File: src/hw/rtl/phsp_pkg.sv
// phsp_pkg: types, codes and constants for the protobuf header session parser
// no dependencies; imported by every module of the parser
`default_nettype none

package phsp_pkg;

    // parser phase; the one unused 3-bit code is treated as stopped
    typedef enum logic [2:0] {
        PH_TAG   = 3'd0,
        PH_FIX64 = 3'd1,
        PH_SESS  = 3'd2,
        PH_SKIPV = 3'd3,
        PH_LEN   = 3'd4,
        PH_SKIPN = 3'd5,
        PH_STOP  = 3'd6
    } t_phase;

    typedef enum logic [1:0] {
        END_BOUNDARY  = 2'd0,
        END_CUT       = 2'd1,
        END_MALFORMED = 2'd2
    } t_end_status;

    // wire types
    localparam logic [2:0] WT_VARINT = 3'd0;
    localparam logic [2:0] WT_FIX64  = 3'd1;
    localparam logic [2:0] WT_LEN    = 3'd2;
    localparam logic [2:0] WT_FIX32  = 3'd5;

    // field numbers, compared over the whole shifted tag
    localparam int unsigned FIELD_NUM_W   = 61;
    localparam logic [FIELD_NUM_W-1:0] FIELD_ACCOUNT = 61'd1;
    localparam logic [FIELD_NUM_W-1:0] FIELD_SESSION = 61'd2;

    localparam logic [3:0] VARINT_MAX_BYTES = 4'd10;
    localparam logic [6:0] VARINT_DIGIT_W   = 7'd7;
    localparam logic [3:0] FIX64_LAST_BYTE  = 4'd7;
    localparam logic [63:0] SKIP_FIX64_BYTES = 64'd8;
    localparam logic [63:0] SKIP_FIX32_BYTES = 64'd4;

    typedef struct packed {
        logic [7:0] header_byte;
        logic       is_last;
    } t_in_item;

    typedef struct packed {
        logic [63:0] account_id;
        logic [31:0] session_id;
        t_end_status end_status;
    } t_result;

endpackage

`default_nettype wire

File: src/hw/rtl/phsp_if.sv
// phsp_in_if / phsp_out_if: valid/ready channels for header bytes and results
// no dependencies; used by the parser top level and its stage modules
`default_nettype none

interface phsp_in_if;
    logic       valid;
    logic       ready;
    logic [7:0] header_byte;
    logic       is_last;

    modport source (output valid, output header_byte, output is_last, input ready);
    modport sink   (input valid, input header_byte, input is_last, output ready);
endinterface

interface phsp_out_if;
    logic        valid;
    logic        ready;
    logic [63:0] account_id;
    logic [31:0] session_id;
    logic [1:0]  end_status;

    modport source (output valid, output account_id, output session_id, output end_status,
                    input ready);
    modport sink   (input valid, input account_id, input session_id, input end_status,
                    output ready);
endinterface

`default_nettype wire

File: src/hw/rtl/phsp_in_reg.sv
// phsp_in_reg: input register stage for header bytes
// depends on phsp_pkg and phsp_in_if
`default_nettype none

module phsp_in_reg
    import phsp_pkg::*;
(
    input  logic     i_clk,
    input  logic     i_rst_n,
    phsp_in_if.sink  i_hdr,
    input  logic     i_take,
    output logic     o_valid,
    output t_in_item o_item
);

    logic     r_valid;
    t_in_item r_item;

    assign i_hdr.ready = !r_valid || i_take;
    assign o_valid     = r_valid;
    assign o_item      = r_item;

    always_ff @(posedge i_clk) begin
        if (!i_rst_n) begin
            r_valid <= 1'b0;
        end else if (i_hdr.ready) begin
            r_valid <= i_hdr.valid;
        end
    end

    always_ff @(posedge i_clk) begin
        if (i_hdr.valid && i_hdr.ready) begin
            r_item.header_byte <= i_hdr.header_byte;
            r_item.is_last     <= i_hdr.is_last;
        end
    end

endmodule

`default_nettype wire

File: src/hw/rtl/phsp_core.sv
// phsp_core: wire format decode state, held ids and end status for one byte
// depends on phsp_pkg
`default_nettype none

module phsp_core
    import phsp_pkg::*;
(
    input  logic     i_clk,
    input  logic     i_rst_n,
    input  logic     i_fire,
    input  t_in_item i_item,
    output t_result  o_result
);

    t_phase      r_phase;
    logic [63:0] r_accum;
    logic [3:0]  r_count;
    logic [63:0] r_skip;
    logic [63:0] r_acct;
    logic [31:0] r_sess;

    t_phase      s_phase;
    logic [63:0] s_accum;
    logic [3:0]  s_count;
    logic [63:0] s_skip;
    logic [63:0] s_acct;
    logic [31:0] s_sess;

    t_phase      n_phase;
    logic [63:0] n_accum;
    logic [3:0]  n_count;
    logic [63:0] n_skip;
    logic [63:0] n_acct;
    logic [31:0] n_sess;

    logic [6:0]             v_shamt;
    logic [63:0]            v_digit;
    logic [63:0]            v_accum;
    logic                   v_cont;
    logic [3:0]             v_count;
    logic                   v_long;
    logic [FIELD_NUM_W-1:0] t_fn;
    logic [2:0]             t_wt;
    logic [63:0]            f_accum;
    logic                   f_done;
    logic [63:0]            k_dec;
    logic                   k_zero;
    t_end_status            s_status;

    // varint digit placement
    assign v_shamt = 7'(r_count) * VARINT_DIGIT_W;
    assign v_digit = (v_shamt <= 7'd63) ?
                     (64'(i_item.header_byte[6:0]) << v_shamt[5:0]) : 64'd0;
    assign v_accum = r_accum | v_digit;
    assign v_cont  = i_item.header_byte[7];
    assign v_count = r_count + 4'd1;
    assign v_long  = v_cont && (v_count >= VARINT_MAX_BYTES);

    // tag fields
    assign t_fn = v_accum[63:3];
    assign t_wt = v_accum[2:0];

    // fixed64 little-endian byte placement
    assign f_accum = r_accum | (64'(i_item.header_byte) << {r_count[2:0], 3'b000});
    assign f_done  = (r_count == FIX64_LAST_BYTE);

    // skip countdown
    assign k_dec  = r_skip - 64'(r_skip != 64'd0);
    assign k_zero = (k_dec == 64'd0);

    // next phase
    always_comb begin
        s_phase = r_phase;
        unique case (r_phase)
            PH_TAG: begin
                if (v_long) begin
                    s_phase = PH_STOP;
                end else if (!v_cont) begin
                    priority if (t_fn == FIELD_ACCOUNT && t_wt == WT_FIX64) begin
                        s_phase = PH_FIX64;
                    end else if (t_fn == FIELD_SESSION && t_wt == WT_VARINT) begin
                        s_phase = PH_SESS;
                    end else if (t_wt == WT_VARINT) begin
                        s_phase = PH_SKIPV;
                    end else if (t_wt == WT_FIX64) begin
                        s_phase = PH_SKIPN;
                    end else if (t_wt == WT_LEN) begin
                        s_phase = PH_LEN;
                    end else if (t_wt == WT_FIX32) begin
                        s_phase = PH_SKIPN;
                    end else begin
                        s_phase = PH_STOP;
                    end
                end
            end
            PH_FIX64: begin
                if (f_done) begin
                    s_phase = PH_TAG;
                end
            end
            PH_SESS, PH_SKIPV: begin
                if (v_long) begin
                    s_phase = PH_STOP;
                end else if (!v_cont) begin
                    s_phase = PH_TAG;
                end
            end
            PH_LEN: begin
                if (v_long) begin
                    s_phase = PH_STOP;
                end else if (!v_cont) begin
                    s_phase = (v_accum == 64'd0) ? PH_TAG : PH_SKIPN;
                end
            end
            PH_SKIPN: begin
                if (k_zero) begin
                    s_phase = PH_TAG;
                end
            end
            PH_STOP: begin
                s_phase = PH_STOP;
            end
            default: begin
                s_phase = PH_STOP;
            end
        endcase
    end

    // value registers
    always_comb begin
        s_accum = r_accum;
        s_count = r_count;
        s_skip  = r_skip;
        s_acct  = r_acct;
        s_sess  = r_sess;
        unique case (r_phase)
            PH_TAG, PH_SESS, PH_SKIPV, PH_LEN: begin
                if (v_cont) begin
                    s_accum = v_accum;
                    s_count = v_count;
                end else begin
                    s_accum = 64'd0;
                    s_count = 4'd0;
                    if (r_phase == PH_SESS) begin
                        s_sess = v_accum[31:0];
                    end
                    if (r_phase == PH_LEN) begin
                        s_skip = v_accum;
                    end
                    if (r_phase == PH_TAG && s_phase == PH_SKIPN) begin
                        s_skip = (t_wt == WT_FIX64) ? SKIP_FIX64_BYTES : SKIP_FIX32_BYTES;
                    end
                end
            end
            PH_FIX64: begin
                if (f_done) begin
                    s_acct  = f_accum;
                    s_accum = 64'd0;
                    s_count = 4'd0;
                end else begin
                    s_accum = f_accum;
                    s_count = r_count + 4'd1;
                end
            end
            PH_SKIPN: begin
                s_skip = k_dec;
            end
            default: begin
                s_accum = r_accum;
            end
        endcase
    end

    // end status and clearing after the last byte
    always_comb begin
        priority if (s_phase == PH_TAG && s_count == 4'd0) begin
            s_status = END_BOUNDARY;
        end else if (s_phase == PH_STOP) begin
            s_status = END_MALFORMED;
        end else begin
            s_status = END_CUT;
        end

        o_result.account_id = s_acct;
        o_result.session_id = s_sess;
        o_result.end_status = s_status;

        if (i_item.is_last) begin
            n_phase = PH_TAG;
            n_accum = 64'd0;
            n_count = 4'd0;
            n_skip  = 64'd0;
            n_acct  = 64'd0;
            n_sess  = 32'd0;
        end else begin
            n_phase = s_phase;
            n_accum = s_accum;
            n_count = s_count;
            n_skip  = s_skip;
            n_acct  = s_acct;
            n_sess  = s_sess;
        end
    end

    always_ff @(posedge i_clk) begin
        if (!i_rst_n) begin
            r_phase <= PH_TAG;
            r_accum <= 64'd0;
            r_count <= 4'd0;
            r_skip  <= 64'd0;
            r_acct  <= 64'd0;
            r_sess  <= 32'd0;
        end else if (i_fire) begin
            r_phase <= n_phase;
            r_accum <= n_accum;
            r_count <= n_count;
            r_skip  <= n_skip;
            r_acct  <= n_acct;
            r_sess  <= n_sess;
        end
    end

    a_count_range: assert property (@(posedge i_clk) disable iff (!i_rst_n)
        (r_phase != PH_STOP) |-> (r_count < VARINT_MAX_BYTES))
        else $error("varint byte count out of range");

    a_fix_count: assert property (@(posedge i_clk) disable iff (!i_rst_n)
        (r_phase == PH_FIX64) |-> (r_count <= FIX64_LAST_BYTE))
        else $error("fixed64 byte count out of range");

    a_skip_nonzero: assert property (@(posedge i_clk) disable iff (!i_rst_n)
        (r_phase == PH_SKIPN) |-> (r_skip != 64'd0))
        else $error("skip phase with nothing to skip");

    a_clear_after_last: assert property (@(posedge i_clk) disable iff (!i_rst_n)
        (i_fire && i_item.is_last) |=>
        (r_phase == PH_TAG && r_count == 4'd0 && r_acct == 64'd0 && r_sess == 32'd0))
        else $error("state not cleared after last byte");

endmodule

`default_nettype wire

File: src/hw/rtl/phsp_out_reg.sv
// phsp_out_reg: result register stage holding one header result until taken
// depends on phsp_pkg and phsp_out_if
`default_nettype none

module phsp_out_reg
    import phsp_pkg::*;
(
    input  logic       i_clk,
    input  logic       i_rst_n,
    input  logic       i_load,
    input  t_result    i_result,
    output logic       o_free,
    phsp_out_if.source o_res
);

    logic    r_valid;
    t_result r_result;

    assign o_free           = !r_valid || o_res.ready;
    assign o_res.valid      = r_valid;
    assign o_res.account_id = r_result.account_id;
    assign o_res.session_id = r_result.session_id;
    assign o_res.end_status = r_result.end_status;

    always_ff @(posedge i_clk) begin
        if (!i_rst_n) begin
            r_valid <= 1'b0;
        end else if (o_free) begin
            r_valid <= i_load;
        end
    end

    always_ff @(posedge i_clk) begin
        if (i_load && o_free) begin
            r_result <= i_result;
        end
    end

endmodule

`default_nettype wire

File: src/hw/rtl/proto_header_session_parser_unit.sv
// proto_header_session_parser_unit: top level of the protobuf header session parser
// depends on phsp_pkg, phsp_if, phsp_in_reg, phsp_core, phsp_out_reg
//
//   channel  dir  payload                                  transfer when
//   i_hdr    in   header_byte[7:0], is_last                valid && ready
//   o_res    out  account_id[63:0], session_id[31:0],      valid && ready
//                 end_status[1:0]
//
// one header byte per cycle while no last byte waits; decode is combinational from the input register
// a result is loaded into the result register as its last byte leaves the input register
// synchronous active-low reset clears phase, counters and held ids
// non-last bytes keep flowing while a result waits; a last byte waits in the
// input register until the result register is free
`default_nettype none

module proto_header_session_parser_unit
    import phsp_pkg::*;
(
    input  logic       i_clk,
    input  logic       i_rst_n,
    phsp_in_if.sink    i_hdr,
    phsp_out_if.source o_res
);

    logic     in_valid;
    t_in_item in_item;
    logic     out_free;
    logic     fire;
    t_result  core_result;

    assign fire = in_valid && (!in_item.is_last || out_free);

    phsp_in_reg u_in_reg (
        .i_clk   (i_clk),
        .i_rst_n (i_rst_n),
        .i_hdr   (i_hdr),
        .i_take  (fire),
        .o_valid (in_valid),
        .o_item  (in_item)
    );

    phsp_core u_core (
        .i_clk    (i_clk),
        .i_rst_n  (i_rst_n),
        .i_fire   (fire),
        .i_item   (in_item),
        .o_result (core_result)
    );

    phsp_out_reg u_out_reg (
        .i_clk    (i_clk),
        .i_rst_n  (i_rst_n),
        .i_load   (fire && in_item.is_last),
        .i_result (core_result),
        .o_free   (out_free),
        .o_res    (o_res)
    );

endmodule

`default_nettype wire
File: src/flat_wrapper.sv
// flat-port wrapper written by rule: the top's interface ports become plain ports
module proto_header_session_parser_unit_flat import phsp_pkg::*;
  (i_clk, i_rst_n, i_hdr_valid, i_hdr_header_byte, i_hdr_is_last, i_hdr_ready, o_res_valid, o_res_account_id, o_res_session_id, o_res_end_status, o_res_ready);
  phsp_in_if i_hdr_i ();
  phsp_out_if o_res_i ();
  input  logic i_clk;
  input  logic i_rst_n;
  input wire logic [$bits(i_hdr_i.valid)-1:0] i_hdr_valid;
  input wire logic [$bits(i_hdr_i.header_byte)-1:0] i_hdr_header_byte;
  input wire logic [$bits(i_hdr_i.is_last)-1:0] i_hdr_is_last;
  output wire logic [$bits(i_hdr_i.ready)-1:0] i_hdr_ready;
  output wire logic [$bits(o_res_i.valid)-1:0] o_res_valid;
  output wire logic [$bits(o_res_i.account_id)-1:0] o_res_account_id;
  output wire logic [$bits(o_res_i.session_id)-1:0] o_res_session_id;
  output wire logic [$bits(o_res_i.end_status)-1:0] o_res_end_status;
  input wire logic [$bits(o_res_i.ready)-1:0] o_res_ready;
  assign i_hdr_i.valid = i_hdr_valid;
  assign i_hdr_i.header_byte = i_hdr_header_byte;
  assign i_hdr_i.is_last = i_hdr_is_last;
  assign i_hdr_ready = i_hdr_i.ready;
  assign o_res_valid = o_res_i.valid;
  assign o_res_account_id = o_res_i.account_id;
  assign o_res_session_id = o_res_i.session_id;
  assign o_res_end_status = o_res_i.end_status;
  assign o_res_i.ready = o_res_ready;
  proto_header_session_parser_unit u_core (.i_clk(i_clk), .i_rst_n(i_rst_n), .i_hdr(i_hdr_i), .o_res(o_res_i));
endmodule
File: config.mk
export PLATFORM = sky130hd
export DESIGN_NAME = proto_header_session_parser_unit_flat
export DESIGN_NICKNAME = d
export VERILOG_FILES = /design/src/hw/rtl/phsp_pkg.sv /design/src/hw/rtl/phsp_if.sv /design/src/hw/rtl/phsp_in_reg.sv /design/src/hw/rtl/phsp_core.sv /design/src/hw/rtl/phsp_out_reg.sv /design/src/hw/rtl/proto_header_session_parser_unit.sv /design/src/flat_wrapper.sv
export SDC_FILE = /design/constraint.sdc
export NUM_CORES = 1
export LEC_CHECK = 0
export BUFFER_PORTS_ARGS = -buffer_cell sky130_fd_sc_hd__buf_4
export CAP_MARGIN = 10
export CORE_MARGIN = 2
export CORE_UTILIZATION = 45
export DETAILED_ROUTE_END_ITERATION = 6
export MAX_ROUTING_LAYER = met4
export SLEW_MARGIN = 5
export SYNTH_ARGS = -nofsm -noshare
export SYNTH_HDL_FRONTEND = slang
export SYNTH_SLANG_ARGS = --single-unit
export TNS_END_PERCENT = 5
File: constraint.sdc
create_clock -name i_clk -period 5.5 [get_ports i_clk]
set_input_delay 0.825 -clock i_clk [delete_from_list [all_inputs] [get_ports i_clk]]
set_output_delay 0.825 -clock i_clk [all_outputs]
set_load 0.05 [all_outputs]
* Word level (Yosys, flattened, before mapping) *
Cells that the tools add are included.

cells by class
  equal/unequal tests = 15
  reductions and logical operators = 28
  add/sub/neg operators = 2
  $mul = 1
  bitwise operators = 2
  order comparisons = 2
  shift-type cells = 2
  mux-type cells = 40

operators by type and width
  operator             count
  $mux 64              11
  $pmux 64 s2          2
  $logic_not 64->1     2
  $mux 32              4
  $or 64x64->64        2
  $reduce_bool 64->1   1
  $shl 7x6->64         1
  $shl 8x6->64         1
  $sub 64x1->64        1
  $eq 61x1->1 const B  1
  $eq 61x2->1 const B  1
  $mux 3               13
  $mux 4               4
  $eq 3x3->1 const B   5
  $pmux 3 s5           1
  $eq 3x2->1 const B   3
  $logic_and 1x1->1    9
  $logic_not 3->1      3
  $mux 2               4
  $pmux 4 s2           1
  $le 7x6->1 const B   1
  $mul 4x3->7 const B  1
  $eq 3x1->1 const B   2
  $reduce_bool 3->1    2
  other kinds (12)     16

word-level totals
  register bits after elaboration = 340
  bits of input ports = 13
  output and inout port bits = 100
  logic and storage cells = 105

* Depth between registers and ports, before layout *
Gate-level depths: netlist of the first run.

  depth in word-level cells = 20
  mapped depth = 20

* Hierarchy *
Synthesis of the first run repeated with hierarchy kept, for this count alone.

second synthesis, totals
  cell total of the unflattened synthesis = 2115
  area, all modules = 18331.3 sq um

modules (own cells, without submodules)
  module                            area an instance (sq um)  times used  sequential area each (sq um)  cells an instance
  phsp_core                         14984.4                   1           4624.4                        1995
  phsp_out_reg                      3000.4                    1           2962.8                        103
  phsp_in_reg                       327.8                     1           290.3                         14
  proto_header_session_parser_unit  18.8                      1           0.0                           3

* Least setup slack after synthesis of the first run *
Ideal clock, no wire load.

  path type = input port to flip-flop
  start point = in o_res_ready
  end point = reg u_core.u_out_reg.r_result, in the netlist u_core.u_out_reg.o_res.account_id[0] (enable)
  setup time = 558 ps
  cell stages on the path = 5
  arrival time = 5347 ps
  setup slack = -404 ps
  path through = nor2b_1 nand2_1 nand2_1 clkbuf_1 nor2_1

on the way
  longest elaborated chain between the ends = 5

ends and longest elaborated chain
  what                  line                                    RTL
  from (decl)           flat_wrapper.sv:16                      input wire logic [$bits(o_res_i.ready)-1:0] o_res_ready;
  $logic_or 1x1->1 *    phsp_out_reg.sv:19                      assign o_free = !r_valid || o_res.ready;
  $logic_or 1x1->1      proto_header_session_parser_unit.sv:31  assign fire = in_valid && (!in_item.is_last || out_free);
  $logic_and 1x1->1     proto_header_session_parser_unit.sv:31
  $logic_and 1x1->1     proto_header_session_parser_unit.sv:53  .i_load (fire && in_item.is_last),
  $logic_and 1x1->1 *   phsp_out_reg.sv:34                      if (i_load && o_free) begin
  to (signal assigned)  phsp_out_reg.sv:35                      r_result <= i_result;
  to (decl)             phsp_out_reg.sv:17                      t_result r_result;

Mark *: on every way between the ends. The rest lies on a longest branch, timed or not.
A chain may end at the register's enable or synchronous reset.

* Final worst setup path of the first run *
  start point = reg u_core.u_core.r_count[0]
  end point = reg u_core.u_core.r_skip[43]

on the way
  longest elaborated chain between the ends = 20

ends and longest elaborated chain
  what                                        line                              RTL
  from (decl)                                 phsp_core.sv:17                   logic [3:0] r_count;
  from (signal assigned)                      phsp_core.sv:216                  r_count <= n_count;
  $mul 4x3->7                                 phsp_core.sv:51                   assign v_shamt = 7'(r_count) * VARINT_DIGIT_W;
  $le 7x6->1 or $shl 7x6->64 (tied branches)  phsp_core.sv:52, phsp_core.sv:53
  $mux 64                                     phsp_core.sv:52                   assign v_digit = (v_shamt <= 7'd63) ?
  $or 64x64->64                               phsp_core.sv:54                   assign v_accum = r_accum | v_digit;
  $eq 3x3->1                                  phsp_core.sv:89                   end else if (t_wt == WT_FIX32) begin
  $mux 2                                      phsp_core.sv:89
  $mux 2                                      phsp_core.sv:87                   end else if (t_wt == WT_LEN) begin
  $mux 2                                      phsp_core.sv:85                   end else if (t_wt == WT_FIX64) begin
  [... 4 more ...]                            n/a
  $mux 3                                      phsp_core.sv:76                   if (v_long) begin
  $pmux 3 s5                                  phsp_core.sv:74                   unique case (r_phase)
  $eq 3x3->1                                  phsp_core.sv:150                  if (r_phase == PH_TAG && s_phase == PH_SKIPN) begin
  $logic_and 1x1->1                           phsp_core.sv:150
  $mux 64                                     phsp_core.sv:150
  $mux 64                                     phsp_core.sv:138                  if (v_cont) begin
  $pmux 64 s2                                 phsp_core.sv:136                  unique case (r_phase)
  $mux 64                                     phsp_core.sv:188                  if (i_item.is_last) begin
  to (signal assigned)                        phsp_core.sv:217                  r_skip <= n_skip;
  to (decl)                                   phsp_core.sv:18                   logic [63:0] r_skip;

Several ways; a longest one is shown, not always the timed one. The select of a mux whose other input is x is not followed.

==> flow_metrics.py, run 1 <==
metrics = {
    "run_status": {
        "status": "complete, but fails checks",
        "violations": "design-rule violations",
    },
    "routing": {
        "top_layer": "met4",
        "routed_wl_um": 77950,
        "firstDrtPassIters": 7,
        "vias": 19207,
        "wl_met1_um": 31460,
        "drt-vias-per-instance": 6.578,
        "initialDrtViolationCount": 2354,
        "drc": 1,
        "met2_length_um": 35710,
        "wl_met3_um": 7140,
        "post_drt_wl_per_cell_um": 26.69,
        "ant_nets": 0,
    },
    "clock_network": {
        "cts_sinks": 340,
        "clockBufferDepth": 3,
        "cts_made_buffers": 39,
        "cts_hold_buf": 0,
        "clkLatencyLatePin_ns": 0.57,
        "cts_tree": "done",
        "h-tree-depth": 2,
        "clk_pin_slew_ns": 0.06,
        "root_buffer": "clkbuf_16",
        "post_cts_buffers": 0,
    },
    "synthesis": {
        "yosysWarnings": 0,
        "yosysSeqAreaShare_pct": 42.27,
        "synth_mux_area_share_pct": 1.423,
        "synth_simple_gate_area_share_pct": 20.78,
        "yosys.area.top_type": "dfxtp_1",
        "synth-adder-area-share_pct": 1.168,
        "yosys.area.top_type_share_pct": 25.03,
        "syn_inst": 2199,
        "synth_compound_area_share_pct": 27.26,
        "ys.flop_type": "dfxtp_1",
        "synth_top_family_by_area": "compound AO/OA/AOI/OAI gates",
        "synth.net_count": 2227,
        "synth.avg_cell_area_um2": 8.474,
        "netlist_top_cells_area": "dfxtp_1, edfxtp_1, nor2_1",
        "synth-seq-cells": 340,
        "synth-xor-area-share_pct": 2.243,
        "ys_async_sr_fraction_pct": 0,
        "synth_area_um2": 18640,
        "synth-edff-count": 107,
        "synth.distinct_cells": 92,
    },
    "power_and_ir_drop": {
        "vdd_drop_max_uv": 239.4,
        "power.leakage_nw": 8.337,
        "p_per_area_nw_per_um2": 293.3,
    },
    "grt": {
        "grt_max_degree": 100,
        "grt_pass1_wl_um": 115700,
        "antenna_found_initial": 2,
        "grt_usage_pct": 36.18,
        "grt_pass1_vias": 17975,
        "grt.overflow.total": 0,
    },
    "critical_path": {
        "reg2reg_slack_ns": 0.18,
        "cp.required_ns": 5.96,
        "path_cells": "fa_1 -> ha_1 -> fa_1 -> or2_2 -> nor2_1 -> a221o_1 -> o41ai_2 -> o211ai_1 -> or4_1 -> nor4_4 -> buf_4 -> o21ai_4 -> and2_2 -> buf_12 -> o221a_2",
        "crit_fanout": 31,
        "start_kind": "flip-flop",
        "cp_top_family": "adder cells",
        "worst_path_most_repeated_cell": "fa_1",
        "crit_type": "flip-flop to flip-flop",
        "arrival_ns": 5.78,
        "critPathBufInv": 2,
        "endpoint_kind": "flip-flop",
        "crit_path_top_delay_cell": "fa_1",
        "max_stage_delay_ns": 0.74,
    },
    "timing": {
        "tightest_slew_ns": 1.324,
        "clock.fmax_ghz": 0.1878,
        "holdWs_ns": 0.4340,
        "setup_viol": 0,
        "rsz0062_at_grt": "false",
        "post-route-min-period_ns": 5.324,
        "timing.final.ws_setup_ns": 0.1765,
        "slew_violations": 0,
        "final-hold-violation-count": 0,
        "skew_ns": 0.02803,
        "finalCritPeriodShare_pct": 96.79,
        "slew_headroom_pct": 11.71,
    },
    "run": {
        "cap_violations": 0,
    },
    "final_layout": {
        "regArea_um2": 7879,
        "n_fill_cell": 3819,
        "drive_gt1_share_pct": 19.92,
        "multi_input_area_um2": 9945,
        "nets": 2382,
        "area_delta_synth_final_pct": 20.34,
    },
    "placed_design": {
        "gp_congestion": 1.063,
        "pre_cts_ws_ns": -0.1225,
        "dp_hpwl_um": 55710,
        "io_buffer_count": 112,
    },
    "hold_path": {
        "hp-class": "primary input to flip-flop",
    },
    "floorplan": {
        "dieWidth_um": 207.5,
        "num_rows": 74,
        "initial_core_util_pct": 45.64,
        "die_h_um": 207.5,
        "io-pin-count": 113,
        "die_area_um2": 43060,
        "core_area_um2": 40830,
    },
}
[layout by cell type, fill, tap and decap left out, types with 9 or more instances in the layout]
| cell | count |
|---|---|
| a21oi_1 | 275 |
| o21ai_0 | 43 |
| or4_1 | 13 |
| inv_1 | 20 |
| buf_12 | 10 |
| clkbuf_16 | 40 |
| a22oi_1 | 134 |
| ha_1 | 11 |
| nand2_1 | 68 |
| a32o_1 | 13 |
| o211a_1 | 12 |
| buf_4 | 307 |
| xor2_1 | 25 |
| o22ai_1 | 71 |
| nor2_1 | 378 |
| dfxtp_1 | 232 |
| nor4_1 | 60 |
| nand3_1 | 45 |
| a31oi_1 | 44 |
| xnor2_1 | 19 |
| a211oi_2 | 9 |
| edfxtp_1 | 107 |
| nor2b_1 | 19 |
| nand2b_1 | 11 |
| o221a_2 | 17 |
| o211ai_1 | 30 |
| or3_1 | 24 |
| nor3_1 | 43 |
| a211oi_1 | 10 |
| nand4_1 | 41 |
| and2_1 | 11 |
[metrics by stage]
stage / setup TNS (ns) / area (um2) / power, W / std cells / utilization, %
6_report: 0 / 22430 / 0.006577 / 2920 / 54.92
5_1_grt: 0 / 22430 / 0.006790 / 2920 / 54.92
4_1_cts: 0 / 22390 / 0.006584 / 2916 / 54.84
3_5_place_dp: -0.1225 / 21060 / 0.003895 / 2844 / 51.58
3_3_place_gp: -0.1583 / 21060 / 0.003890 / 2844 / 51.58
2_1_floorplan: 0 / 18640 / 0.003418 / 2199 / -
[synth_stat cells (8+ instances only)]
cell type / count
a211oi_1: 11
a211oi_2: 8
a21oi_1: 275
a22oi_1: 134
a2bb2oi_1: 8
a31oi_1: 44
a32o_1: 13
and2_1: 12
buf_1: 18
buf_2: 17
clkbuf_1: 163
dfxtp_1: 233
edfxtp_1: 107
ha_1: 11
inv_1: 21
mux2_2: 8
nand2_1: 70
nand2b_1: 11
nand3_1: 45
nand4_1: 41
nor2_1: 384
nor2b_1: 19
nor3_1: 44
nor3b_1: 9
nor4_1: 60
o211a_1: 12
o211ai_1: 30
o21ai_0: 44
o221a_2: 17
o22ai_1: 71
o31ai_1: 8
or2_2: 8
or3_1: 24
or4_1: 13
xnor2_1: 19
xor2_1: 25
[per-layer routing]
layer / track usage, % / up-vias
met2: 55.11 / 982
met4: 16.58 / 0
met3: 7.958 / 206
met5: - / -
li1: - / 8625
met1: 45.94 / 9394
[path summary, 6_finish.rpt]
path | from | to | depth (start not counted)
min | i_hdr_header_byte[5] | u_core.u_in_reg.o_item[6]$_DFFE_PP_ | 1
min reg2reg | u_core.u_core.r_sess[19]$_SDFFE_PN0P_ | u_core.u_core.r_sess[19]$_SDFFE_PN0P_ | 2
max reg2reg | u_core.u_core.r_count[0]$_SDFFE_PN0P_ | u_core.u_core.r_skip[43]$_SDFFE_PN0P_ | 15
max | u_core.u_core.r_count[0]$_SDFFE_PN0P_ | u_core.u_core.r_skip[43]$_SDFFE_PN0P_ | 15
[registers in the layout, summed over array words and instances, names as in the netlist]
name / count
u_core.u_core.r_skip: 64
u_core.u_core.r_count: 4
u_core.u_core.r_sess: 32
u_core.u_core.r_accum: 64
u_core.u_core.r_acct: 64
u_core.u_in_reg.o_valid: 1
u_core.u_out_reg.o_res.end_status: 2
u_core.u_core.r_phase: 3
u_core.u_in_reg.o_item: 9
u_core.u_out_reg.o_res.session_id: 32
u_core.u_out_reg.o_res.valid: 1
u_core.u_out_reg.o_res.account_id: 64
[kinds of logic (layout without fill, tap and decap cells)]
family,count (synthesis),after routing
flip-flops,340,340
XOR/XNOR,46,46
adder cells (fa/ha/maj),15,15
multiplexers,20,20
buffers and inverters,225,411
other,0,3
AND/OR/NAND/NOR,791,791
AO/OA/AOI/OAI,762,762
[where the power goes]
part	internal [W]	switching (W)	total [W]
Sequential	0.00263	0.0000473	0.00267
Combinational	0.000430	0.000768	0.00120
Clock	0.00159	0.00111	0.00270
Total	0.00465	0.00193	0.00658
[timing repair]
item	4_1_cts	5_1_grt
setup endpoints to repair	1	1
gates resized for setup	1	3
cloned	0	0
pin swaps	0	0
[final cells by class]
| cell class | instances | area share (%) |
|---|---|---|
| diodes | 3 | 0.03348 |
| flip-flops and latches | 340 | 35.13 |
| clock inverters | 19 | 0.8704 |
| repair buffers | 318 | 11.24 |
| inverters | 21 | 0.3738 |
| well taps | 532 | 2.968 |
| clock buffers | 53 | 5.038 |
| multi-input cells | 1634 | 44.35 |
Power figures use the tool's default switching activity.
==> run 2: changes to the inputs <==
==> constraint.sdc (replaced) <==
create_clock -name i_clk -period 6.15 [get_ports i_clk]
set_input_delay 0.9225 -clock i_clk [delete_from_list [all_inputs] [get_ports i_clk]]
set_output_delay 0.9225 -clock i_clk [all_outputs]
set_load 0.05 [all_outputs]
==> run 2 against run 1 <==
The flow now finishes without violations. Maximum frequency fell by 11%. Non-clock buffer count fell by 83. Design area fell by 3.7%. Sequential cell count did not move. Core utilization fell by 2.0 points. Final cell count fell by 2.9%. Critical path depth rose by 3. Combinational power fell by 18%. Critical path type unchanged. Critical endpoint is now u_core.u_out_reg.o_res.end_status[0]$_SDFFCE_PP0P_.
==> flow_metrics.py, run 2 (synthesis gave the netlist of run 1 again) <==
metrics = {
    "placed_design": {
        "dp_hpwl_um": 53380,
        "gp_congestion": 1.044,
        "io_buffer_count": 112,
    },
    "power_and_ir_drop": {
        "p_per_area_nw_per_um2": 261.7,
        "power.leakage_nw": 7.796,
        "vdd_drop_max_uv": 212.7,
    },
    "routing": {
        "drc": 0,
        "firstDrtPassIters": 6,
        "post_drt_wl_per_cell_um": 27.00,
        "vias": 18965,
        "drt-vias-per-instance": 6.690,
        "ant_nets": 0,
        "routed_wl_um": 76540,
        "initialDrtViolationCount": 2604,
    },
    "final_layout": {
        "drive_gt1_share_pct": 16.29,
        "n_fill_cell": 3870,
        "area_delta_synth_final_pct": 15.93,
        "nets": 2299,
        "final_common_cell": "nor2_1",
        "layout.cells.most_common_list": "nor2_1, a21oi_1, dfxtp_1",
    },
    "timing": {
        "setup_viol": 0,
        "tightest_slew_ns": 1.149,
        "clock.fmax_ghz": 0.1676,
        "skew_ns": 0.02290,
        "slew_headroom_pct": 23.40,
        "holdWs_ns": 0.4860,
        "finalCritPeriodShare_pct": 97.03,
        "final-hold-violation-count": 0,
        "slew_violations": 0,
        "rsz0062_at_grt": "false",
        "post-route-min-period_ns": 5.967,
        "tns_ns": 0,
    },
    "critical_path": {
        "worst_path_most_repeated_cell": "ha_1",
        "endpoint_kind": "flip-flop",
        "path_cells": "or4_4 -> or3_1 -> or2_2 -> nor3_2 -> nand4_1 -> ha_1 -> ha_1 -> or3b_1 -> nor4_1 -> or4b_1 -> a211oi_1 -> o2111ai_1 -> or4_1 -> nor4_4 -> buf_4 -> o22ai_1 -> nor2_1 -> mux2_2",
        "arrival_ns": 6.30,
        "crit_path_top_delay_cell": "or4_4",
        "cp.required_ns": 6.49,
        "max_stage_delay_ns": 0.59,
        "crit_type": "flip-flop to flip-flop",
        "crit_fanout": 7,
        "start_kind": "flip-flop",
    },
    "grt": {
        "grt_pass1_wl_um": 113100,
        "grt_pass1_vias": 17433,
        "grt_usage_pct": 35.33,
        "antenna_found_initial": 1,
        "grt.overflow.total": 0,
        "grt_max_degree": 96,
    },
    "clock_network": {
        "cts_made_buffers": 39,
        "clockBufferDepth": 3,
        "clk_pin_slew_ns": 0.07,
        "post_cts_buffers": 0,
        "h-tree-depth": 2,
        "cts_tree": "done",
        "cts_sinks": 340,
        "root_buffer": "clkbuf_16",
        "clkLatencyLatePin_ns": 0.58,
    },
    "floorplan": {
        "num_rows": 74,
        "die_area_um2": 43060,
        "dieWidth_um": 207.5,
        "io-pin-count": 113,
        "core_area_um2": 40830,
        "initial_core_util_pct": 45.64,
        "die_h_um": 207.5,
    },
    "hold_path": {
        "hp-class": "flip-flop to flip-flop",
    },
    "run_status": {
        "status": "complete, no violations",
    },
    "run": {
        "cap_violations": 0,
    },
}
[run 2: changes by cell type in the layout (fill, tap and decap cells not counted), moves of 2 or more]
cell,change
buf_4,-77
clkbuf_1,+10
clkbuf_8,-7
clkinv_2,-6
buf_12,-5
clkinv_1,+5
inv_6,-3
bufinv_16,-2
diode_2,-2
[run 2: power breakdown]
part / switching, W / total [W] / internal [W] / leakage [nW]
sequential: 0.0000590 / 0.00241 / 0.00235 / 2.85
clock: 0.00100 / 0.00227 / 0.00126 / 0.566
combinational: 0.000649 / 0.000979 / 0.000330 / 4.38
[run 2: routing by layer]
layer,track usage (%),share of wire [%]
met5,-,0
met1,45.55,41
met2,53.01,45
met4,16.16,4.9
met3,7.761,9.8
[run 2: worst max-delay path: cells and delay by family (launching register included)]
kind	cells	cell delay (ns)
mux	1	0.34
compound gates	3	0.52
flops	1	0.38
simple gates	11	3.71
buf+inv	1	0.20
fa+ha+maj	2	0.55
[run 2: final timing paths]
kind	startpoint	to	slack [ns]	depth (start not counted)
max	u_core.u_core.r_skip[28]$_SDFFE_PN0P_	u_core.u_out_reg.o_res.end_status[0]$_SDFFCE_PP0P_	0.18	18
min	u_core.u_core.r_sess[9]$_SDFFE_PN0P_	u_core.u_core.r_sess[9]$_SDFFE_PN0P_	0.49	2
max reg2reg	u_core.u_core.r_skip[28]$_SDFFE_PN0P_	u_core.u_out_reg.o_res.end_status[0]$_SDFFCE_PP0P_	0.18	18
min reg2reg	u_core.u_core.r_sess[9]$_SDFFE_PN0P_	u_core.u_core.r_sess[9]$_SDFFE_PN0P_	0.49	2
[run 2: what timing repair did]
| action | CTS | global route |
|---|---|---|
| resized for setup | 0 | 3 |
| endpoints found under the setup margin | 0 | 64 |
| hold buffers | 0 | 0 |
[run 2: per-stage QoR]
step	area, um2	worst slack, ns	cells	utilization (%)	total power (W)
2_1_floorplan	18640	0.1480	2199	-	0.003058
3_3_place_gp	20380	0.2379	2761	49.91	0.003403
3_5_place_dp	20380	0.1977	2761	49.91	0.003403
4_1_cts	21580	0.1781	2833	52.85	0.005654
5_1_grt	21600	0.0001714	2835	52.91	0.005823
6_report	21600	0.1828	2835	52.91	0.005655
[run 2: final cells by class]
cell class,instances,area (um2),area share (%)
Antenna cell,1,2.502,0.01158
Clock buffer,56,1071,4.957
Clock inverter,16,127.6,0.5907
Inverter,21,83.83,0.3880
Multi-Input combinational cell,1634,9948,46.05
Sequential cell,340,7879,36.47
Tap cell,532,665.6,3.081
Timing Repair Buffer,235,1827,8.455
==> run 3: changes to the inputs <==
--- a/config.mk
+++ b/config.mk
@@ -8,7 +8,7 @@
 export BUFFER_PORTS_ARGS = -buffer_cell sky130_fd_sc_hd__buf_4
 export CAP_MARGIN = 10
 export CORE_MARGIN = 2
-export CORE_UTILIZATION = 45
+export CORE_UTILIZATION = 40
 export DETAILED_ROUTE_END_ITERATION = 6
 export MAX_ROUTING_LAYER = met4
 export SLEW_MARGIN = 5
==> constraint.sdc (replaced) <==
create_clock -name i_clk -period 4.94 [get_ports i_clk]
set_input_delay 0.741 -clock i_clk [delete_from_list [all_inputs] [get_ports i_clk]]
set_output_delay 0.741 -clock i_clk [all_outputs]
set_load 0.05 [all_outputs]
==> run 3 against run 2 <==
The run now ends with design-rule violations, negative setup slack left. Final cell count up 10%. Wire length up 4.2%. Design area up 9.2%. Critical path depth unchanged. Die area up 12%. Critical path type unchanged. Critical endpoint unchanged.
==> flow_metrics.py, run 3 (synthesis gave the netlist of run 1 again) <==
metrics = {
    "grt": {
        "grt_pass1_wl_um": 116400,
        "grt_pass1_vias": 18194,
        "antenna_found_initial": 1,
        "grt_max_degree": 116,
        "grt.overflow.total": 0,
        "grt_usage_pct": 33.13,
    },
    "critical_path": {
        "rr_worst_depth": 18,
        "reg2reg_from": "u_core.u_core.r_skip[31]$_SDFFE_PN0P_",
        "crit_type": "flip-flop to flip-flop",
        "r2r_end": "u_core.u_out_reg.o_res.end_status[0]$_SDFFCE_PP0P_",
        "crit_fanout": 2,
        "cp.required_ns": 5.28,
        "reg2reg_slack_ns": -0.02,
        "arrival_ns": 5.30,
        "start_kind": "flip-flop",
        "endpoint_kind": "flip-flop",
    },
    "timing": {
        "final-hold-violation-count": 0,
        "clock.fmax_ghz": 0.2016,
        "tightest_slew_ns": 1.342,
        "timing.final.ws_setup_ns": -0.01964,
        "holdWs_ns": 0.3329,
        "setup_viol": 1,
        "finalCritPeriodShare_pct": 100.4,
        "rsz0062_at_grt": "true",
        "tns_ns": -0.01964,
        "slew_violations": 0,
        "post-route-min-period_ns": 4.960,
        "skew_ns": 0.03705,
        "slew_headroom_pct": 10.34,
    },
    "run": {
        "cap_violations": 0,
    },
    "floorplan": {
        "die_area_um2": 48330,
        "die_h_um": 219.8,
        "num_rows": 79,
        "dieWidth_um": 219.8,
        "initial_core_util_pct": 40.28,
        "core_area_um2": 46260,
        "io-pin-count": 113,
    },
    "clock_network": {
        "clkLatencyLatePin_ns": 0.60,
        "clockBufferDepth": 3,
        "root_buffer": "clkbuf_16",
        "h-tree-depth": 2,
        "cts_tree": "done",
        "cts_made_buffers": 40,
        "clk_pin_slew_ns": 0.06,
        "cts_sinks": 340,
    },
    "final_layout": {
        "nets": 2507,
        "area_delta_synth_final_pct": 26.63,
        "final_common_cell": "buf_4",
        "n_fill_cell": 4366,
        "layout.cells.most_common_list": "buf_4, nor2_1, a21oi_1",
        "finish.instance_area_um2": 23600,
        "multi_input_area_um2": 10090,
        "regArea_um2": 7881,
        "drive_gt1_share_pct": 24.29,
    },
    "routing": {
        "routed_wl_um": 79770,
        "firstDrtPassIters": 7,
        "post_drt_wl_per_cell_um": 25.58,
        "drc": 7,
        "vias": 19728,
        "initialDrtViolationCount": 2616,
        "drt-vias-per-instance": 6.325,
        "ant_nets": 0,
    },
    "placed_design": {
        "io_buffer_count": 112,
        "gp_congestion": 1.016,
        "placed_cell_area_um2": 22010,
        "dp_hpwl_um": 57640,
    },
    "power_and_ir_drop": {
        "vdd_drop_max_uv": 264.4,
        "p_per_area_nw_per_um2": 315.2,
        "power.leakage_nw": 8.966,
    },
    "hold_path": {
        "hold_start": "i_hdr_header_byte[5]",
        "min_path_cells": 1,
        "hp-class": "primary input to flip-flop",
        "hold-path-endpoint": "u_core.u_in_reg.o_item[6]$_DFFE_PP_",
    },
    "run_status": {
        "violations": "design-rule violations, negative setup slack",
        "status": "complete, but fails checks",
    },
}
-- run 3: timing repair --
item,in CTS,in global routing
endpoints found under the setup margin,68,64
setup buffers,4,9
pin swaps,15,7
resized for setup,27,15
hold buffers,0,0
-- run 3: how the worst max path moves through the flow --
stage	startpoint	to	slack, ns
floorplan	u_core.u_core.r_skip[28]$_SDFFE_PN0P_	u_core.u_out_reg.o_res.end_status[0]$_SDFFCE_PP0P_	-0.19
global placement	u_core.u_core.r_count[0]$_SDFFE_PN0P_	u_core.u_core.r_skip[0]$_SDFFE_PN0P_	-0.41
detailed placement	u_core.u_core.r_count[0]$_SDFFE_PN0P_	u_core.u_core.r_skip[0]$_SDFFE_PN0P_	-0.40
CTS	u_core.u_core.r_skip[31]$_SDFFE_PN0P_	u_core.u_out_reg.o_res.end_status[0]$_SDFFCE_PP0P_	-0.03
global route	u_core.u_core.r_skip[31]$_SDFFE_PN0P_	u_core.u_out_reg.o_res.end_status[0]$_SDFFCE_PP0P_	-0.21
finish	u_core.u_core.r_skip[31]$_SDFFE_PN0P_	u_core.u_out_reg.o_res.end_status[0]$_SDFFCE_PP0P_	-0.02
-- run 3: worst max-delay path: stages, from the launching register on --
cell and delay (ns):
dfxtp_2 0.32, or4_4 0.55, or3_4 0.41, or2_4 0.24
nor3_2 0.10, nand4_1 0.10, ha_2 0.22, ha_4 0.16
or3b_4 0.23, nor4_2 0.04, or4b_1 0.55, a211oi_2 0.19
o2111ai_1 0.13, or4_4 0.45, nor4_4 0.33, buf_4 0.18
o21a_1 0.13, nand4_1 0.09, mux2_4 0.27
-- run 3: stage by stage --
stage                     worst slack [ns]  instances  util [%]  power (W)
after floorplan                    -0.1867       2199         -   0.003805
after global routing               -0.2139       3119     51.01   0.007660
after CTS                         -0.02747       3109     50.72   0.007432
after detailed placement           -0.4049       3031     47.57   0.004436
final                             -0.01964       3119     51.01   0.007438
after global placement             -0.4054       3031     47.57   0.004438
-- run 3: power breakdown --
part	switching, W	total, W	internal, W
Clock	0.00129	0.00298	0.00169
Combinational	0.000912	0.00149	0.000578
Sequential	0.0000397	0.00296	0.00293
Total	0.00224	0.00744	0.00519
-- run 3: cell type report --
class,instances,share of cell area [%]
tap,607,3.218
clock buffer,58,4.835
antenna,1,0.01060
sequential,340,33.40
timing repair buffer,442,14.71
clock inverter,16,0.7264
inverter,21,0.3552
multi-input combinational,1634,42.74
-- run 3: layer usage --
layer | vias to the layer above | GRT usage (%) | share of wire (%)
li1 | 8872 | - | -
met1 | 9613 | 42.86 | 41
met2 | 1062 | 52.39 | 46
met3 | 181 | 5.645 | 8.6
met4 | 0 | 11.52 | 3.9
met5 | - | - | 0
